`src/rtl/arac_pkg.sv`:
```
// Shared types and constants of the address range access counter.
`timescale 1ns / 1ps
package arac_pkg;

  localparam int unsigned REGION_COUNT_DEF = 16;
  localparam int unsigned FETCH_INCR       = 4;

  localparam logic [1:0] KIND_NONE = 2'd0;
  localparam logic [1:0] KIND_LOAD = 2'd1;

  typedef enum logic [1:0] {
    OP_LOAD  = 2'd0,
    OP_INSTR = 2'd1,
    OP_EVENT = 2'd2,
    OP_READ  = 2'd3
  } op_e;

  typedef enum logic [1:0] {
    ST_IDLE,
    ST_SWEEP,
    ST_DRAIN,
    ST_RESP
  } state_e;

  typedef struct packed {
    logic [63:0] lo;
    logic [63:0] hi;
  } bounds_t;

  typedef struct packed {
    logic [63:0] reads;
    logic [63:0] writes;
    logic [63:0] fetches;
    logic [63:0] rd_sum;
    logic [63:0] wr_sum;
    logic [63:0] fe_sum;
  } cnt_t;

  typedef struct packed {
    logic [1:0]  kind;
    logic [63:0] addr;
    logic [7:0]  size;
  } acc_t;

  typedef struct packed {
    logic [63:0] pc;
    acc_t        a0;
    acc_t        a1;
  } instr_t;

endpackage

```
`src/rtl/arac_update.sv`:
```
// Region hit test and counter update for one table entry.
`timescale 1ns / 1ps
module arac_update (
  input  arac_pkg::bounds_t bnd_i,
  input  arac_pkg::cnt_t    cnt_i,
  input  arac_pkg::instr_t  ins_i,
  output arac_pkg::cnt_t    cnt_o
);

  logic       hit_pc, hit0, hit1;
  logic       r0, r1, w0, w1;
  logic [1:0] rd_inc, wr_inc;
  logic [8:0] rb_inc, wb_inc;

  always_comb begin
    hit_pc = (bnd_i.lo <= ins_i.pc) && (ins_i.pc < bnd_i.hi);
    hit0   = (ins_i.a0.kind != arac_pkg::KIND_NONE) &&
             (bnd_i.lo <= ins_i.a0.addr) && (ins_i.a0.addr < bnd_i.hi);
    hit1   = (ins_i.a1.kind != arac_pkg::KIND_NONE) &&
             (bnd_i.lo <= ins_i.a1.addr) && (ins_i.a1.addr < bnd_i.hi);
    r0     = hit0 && (ins_i.a0.kind == arac_pkg::KIND_LOAD);
    r1     = hit1 && (ins_i.a1.kind == arac_pkg::KIND_LOAD);
    w0     = hit0 && (ins_i.a0.kind != arac_pkg::KIND_LOAD);
    w1     = hit1 && (ins_i.a1.kind != arac_pkg::KIND_LOAD);
    rd_inc = 2'(r0) + 2'(r1);
    wr_inc = 2'(w0) + 2'(w1);
    rb_inc = (r0 ? 9'(ins_i.a0.size) : 9'd0) + (r1 ? 9'(ins_i.a1.size) : 9'd0);
    wb_inc = (w0 ? 9'(ins_i.a0.size) : 9'd0) + (w1 ? 9'(ins_i.a1.size) : 9'd0);

    cnt_o.reads   = cnt_i.reads + 64'(rd_inc);
    cnt_o.writes  = cnt_i.writes + 64'(wr_inc);
    cnt_o.fetches = cnt_i.fetches + 64'(hit_pc);
    cnt_o.rd_sum  = cnt_i.rd_sum + 64'(rb_inc);
    cnt_o.wr_sum  = cnt_i.wr_sum + 64'(wb_inc);
    cnt_o.fe_sum  = cnt_i.fe_sum +
                    (hit_pc ? 64'(arac_pkg::FETCH_INCR) : 64'd0);
  end

endmodule

```
`config.mk`:
```
export PLATFORM = sky130hd
export DESIGN_NAME = arac_update
export DESIGN_NICKNAME = d
export VERILOG_FILES = /design/src/rtl/arac_pkg.sv /design/src/rtl/arac_update.sv
export SDC_FILE = /design/constraint.sdc
export NUM_CORES = 1
export LEC_CHECK = 0
export BUFFER_PORTS_ARGS = -buffer_cell sky130_fd_sc_hd__buf_2
export CORE_AREA = 2 2 435 437
export DETAILED_ROUTE_END_ITERATION = 7
export DIE_AREA = 0 0 437 439
export PLACE_DENSITY_LB_ADDON = 0.15
export RECOVER_POWER = 100
export SETUP_SLACK_MARGIN = 0.3
export SYNTH_ARGS = -nofsm -noshare
export SYNTH_HDL_FRONTEND = slang
export SYNTH_SLANG_ARGS = --single-unit
```
`constraint.sdc`:
```
create_clock -name vclk -period 10.4
set_input_delay 2.08 -clock vclk [all_inputs]
set_output_delay 2.08 -clock vclk [all_outputs]
set_load 0.03 [all_outputs]
```
==> results_dict.tcl <==
set metrics [dict create \
    worst_setup_path_end_kind "output port" \
    whs_endpoint "cnt_o[1]" \
    worst_slew_pin_slew_ns 1.10 \
    fillers 22062 \
    fin_area_um2 26500 \
    area_growth_pct 56.1 \
    maxSlewHeadroom 0.266 \
    timing_hold_violations_final 0 \
    gp_congestion 0.897 \
    core-area_um2 187000 \
    antenna_found_initial 126 \
    synth_area_um2 17000 \
    holdWs_ns 4.16 \
    min_from "cnt_i[1]" \
    worstPathMaxFanout 6 \
    startpoint_type "input pin" \
    drc 0 \
    grt_usage 0.136 \
    synthSimpleGateAreaFrac 0.278 \
    io_pins 1108 \
    syn_area_per_cell_um2 7.07 \
    dpl_cell_area_um2 26600 \
    hold_path_class "in -> out" \
    drt_iter0_drc 1001 \
    synth_cell_type_count 62 \
    outcome "finished, final reports clean" \
    slew_violations 0 \
    mostFrequentLayoutCells "774 x buf_2, 402 x ha_1, 328 x inv_1, 328 x clkbuf_1, 289 x xnor2_1" \
    grt_pass1_vias 22759 \
    wl_per_cell_um 22.5 \
    drive_gt1_frac 0.264 \
    via_count 22388 \
    fin_nets 4767 \
    total_power_uw 1180 \
    maxCapViolCount 0 \
    nClkBuffers 0 \
    nFlopsAndLatches 0 \
    final_common_cell "buf_2" \
    rows 159 \
    dpl.hpwl_mm 132 \
    syn-num-nets 3547 \
    dieArea_um2 192000 \
    syn_inst 2400 \
    synth_top_family_by_area "adder cells" \
    postRouteAntennaNets 0 \
    synth_adder_area_share 0.321 \
    fin_crit_ns 9.90 \
    overflow 0 \
    power.density_nw_per_um2 44.6 \
    critPathKind "in -> out" \
    avgViaCountPerCell 3.64 \
    leakage_uw 0.0128 \
    rsz0062_at_grt "no" \
    grt_pass1_wl_mm 185 \
    dieHeight_um 439 \
    setup-violations-final 0 \
    synth_compound_area_frac 0.132 \
    final_util 0.142 \
    arrival_ns 7.82 \
    ys_seq_area_frac 0 \
    grt_max_degree 14 \
    ys_warn_count 0 \
    chipWidth_um 437 \
    ir_drop_uv 25.0 \
    finalWirelength_mm 138 \
    seq_area_um2 0 \
    worst_ep_required_time_ns 8.32 \
    dr.pass1.iters 7 \
    netlist.area_leader.share 0.297 \
    fin_crit_sh 0.952 \
    max_freq_ghz 0.101 \
    synth_mux_area_frac 0 \
    initial_core_util 0.0907 \
    yosys.area_share.xor_xnor 0.190 \
    port_buffers 1104 \
    worstHoldPathCells 0 \
    synth_top_cell_by_area "ha_1" \
    synth.area.top_cells "ha_1 30%, xnor2_1 15%, inv_1 7.3%" \
]
through the flow:
step | instances | setup slack, ns | setup TNS, ns
5_1_grt | 6138 | 0.139 | 0
6_report | 6150 | 0.495 | 0
3_5_place_dp | 6109 | -0.339 | -8.38
4_1_cts | 6113 | 0.280 | 0
2_1_floorplan | 2400 | 0.689 | 0
3_3_place_gp | 6109 | -0.387 | -9.82
worst max path at each step:
stage	startpoint	to	slack, ns
2_1_floorplan	bnd_i[29]	cnt_o[113]	0.69
3_3_place_gp	bnd_i[111]	cnt_o[183]	-0.39
3_5_place_dp	ins_i[68]	cnt_o[183]	-0.34
4_1_cts	bnd_i[29]	cnt_o[183]	0.28
5_1_grt	bnd_i[19]	cnt_o[86]	0.14
6_report	bnd_i[21]	cnt_o[125]	0.50
worst max-delay path: stages:
cell	delay (ns)
buf_2	0.11
inv_1	0.10
ha_1	0.32
nand4_1	0.14
nor3_1	0.45
nor4b_1	0.33
buf_4	0.16
a2111o_1	0.25
a21oi_4	0.11
o21a_4	0.25
buf_4	0.14
and4_1	0.18
fa_1	0.48
ha_1	0.25
inv_1	0.08
fa_1	0.45
nor2b_1	0.14
o21a_1	0.14
o21ai_0	0.13
a211oi_1	0.34
and2_0	0.21
and3_1	0.19
buf_4	0.15
nor2b_1	0.16
xnor2_1	0.13
clkbuf_1	0.33
Yosys cell counts (15+ instances only):
cell	count
and4_1	29
a21o_1	88
fa_1	20
and2_1	20
ha_1	403
xor2_1	78
a21oi_1	131
nor4_1	20
nor2b_1	15
o21ai_0	57
a211oi_1	19
nand4_1	158
nand3_1	168
nand2_1	204
nor2_1	123
and3_1	76
nor3_1	34
inv_1	329
clkbuf_1	16
xnor2_1	290
cell families after synthesis:
logic type | after synthesis
and+or+nand+nor | 901
xor gates and xnor gates | 368
buffers and inverters | 354
AOI/OAI and AO/OA | 354
adders and majority gates | 423
metal layers:
metal,share of wire,global-route usage
met1,0.42,0.167
met2,0.51,0.247
met3,0.053,0.0205
met4,0.019,0.0307
met5,0.0025,0
where the power goes:
part / switching [uW] / internal (uW) / total [uW] / leakage, uW
registers: 0 / 0 / 0 / 0
logic: 774 / 407 / 1180 / 0.0128
clock network: 0 / 0.000469 / 0.000470 / 0.000000235
cell type report:
class	instances	area (um^2)	share of cell area
tap	2495	3120	0.118
antenna	37	92.6	0.00350
timing repair buffer	1243	6230	0.235
multi-input combinational	2046	15800	0.597
inverter	329	1230	0.0467
timing repair:
| item | 4_1_cts | 5_1_grt |
|---|---|---|
| pin swaps | 3 | 9 |
| endpoints found under the hold margin | 0 | 0 |
| setup buffers | 4 | 0 |
| gates resized for setup | 16 | 30 |
| hold buffers | 0 | 0 |
| setup endpoints to repair | 163 | 104 |
No activity file was read; power rests on OpenSTA's default activity.
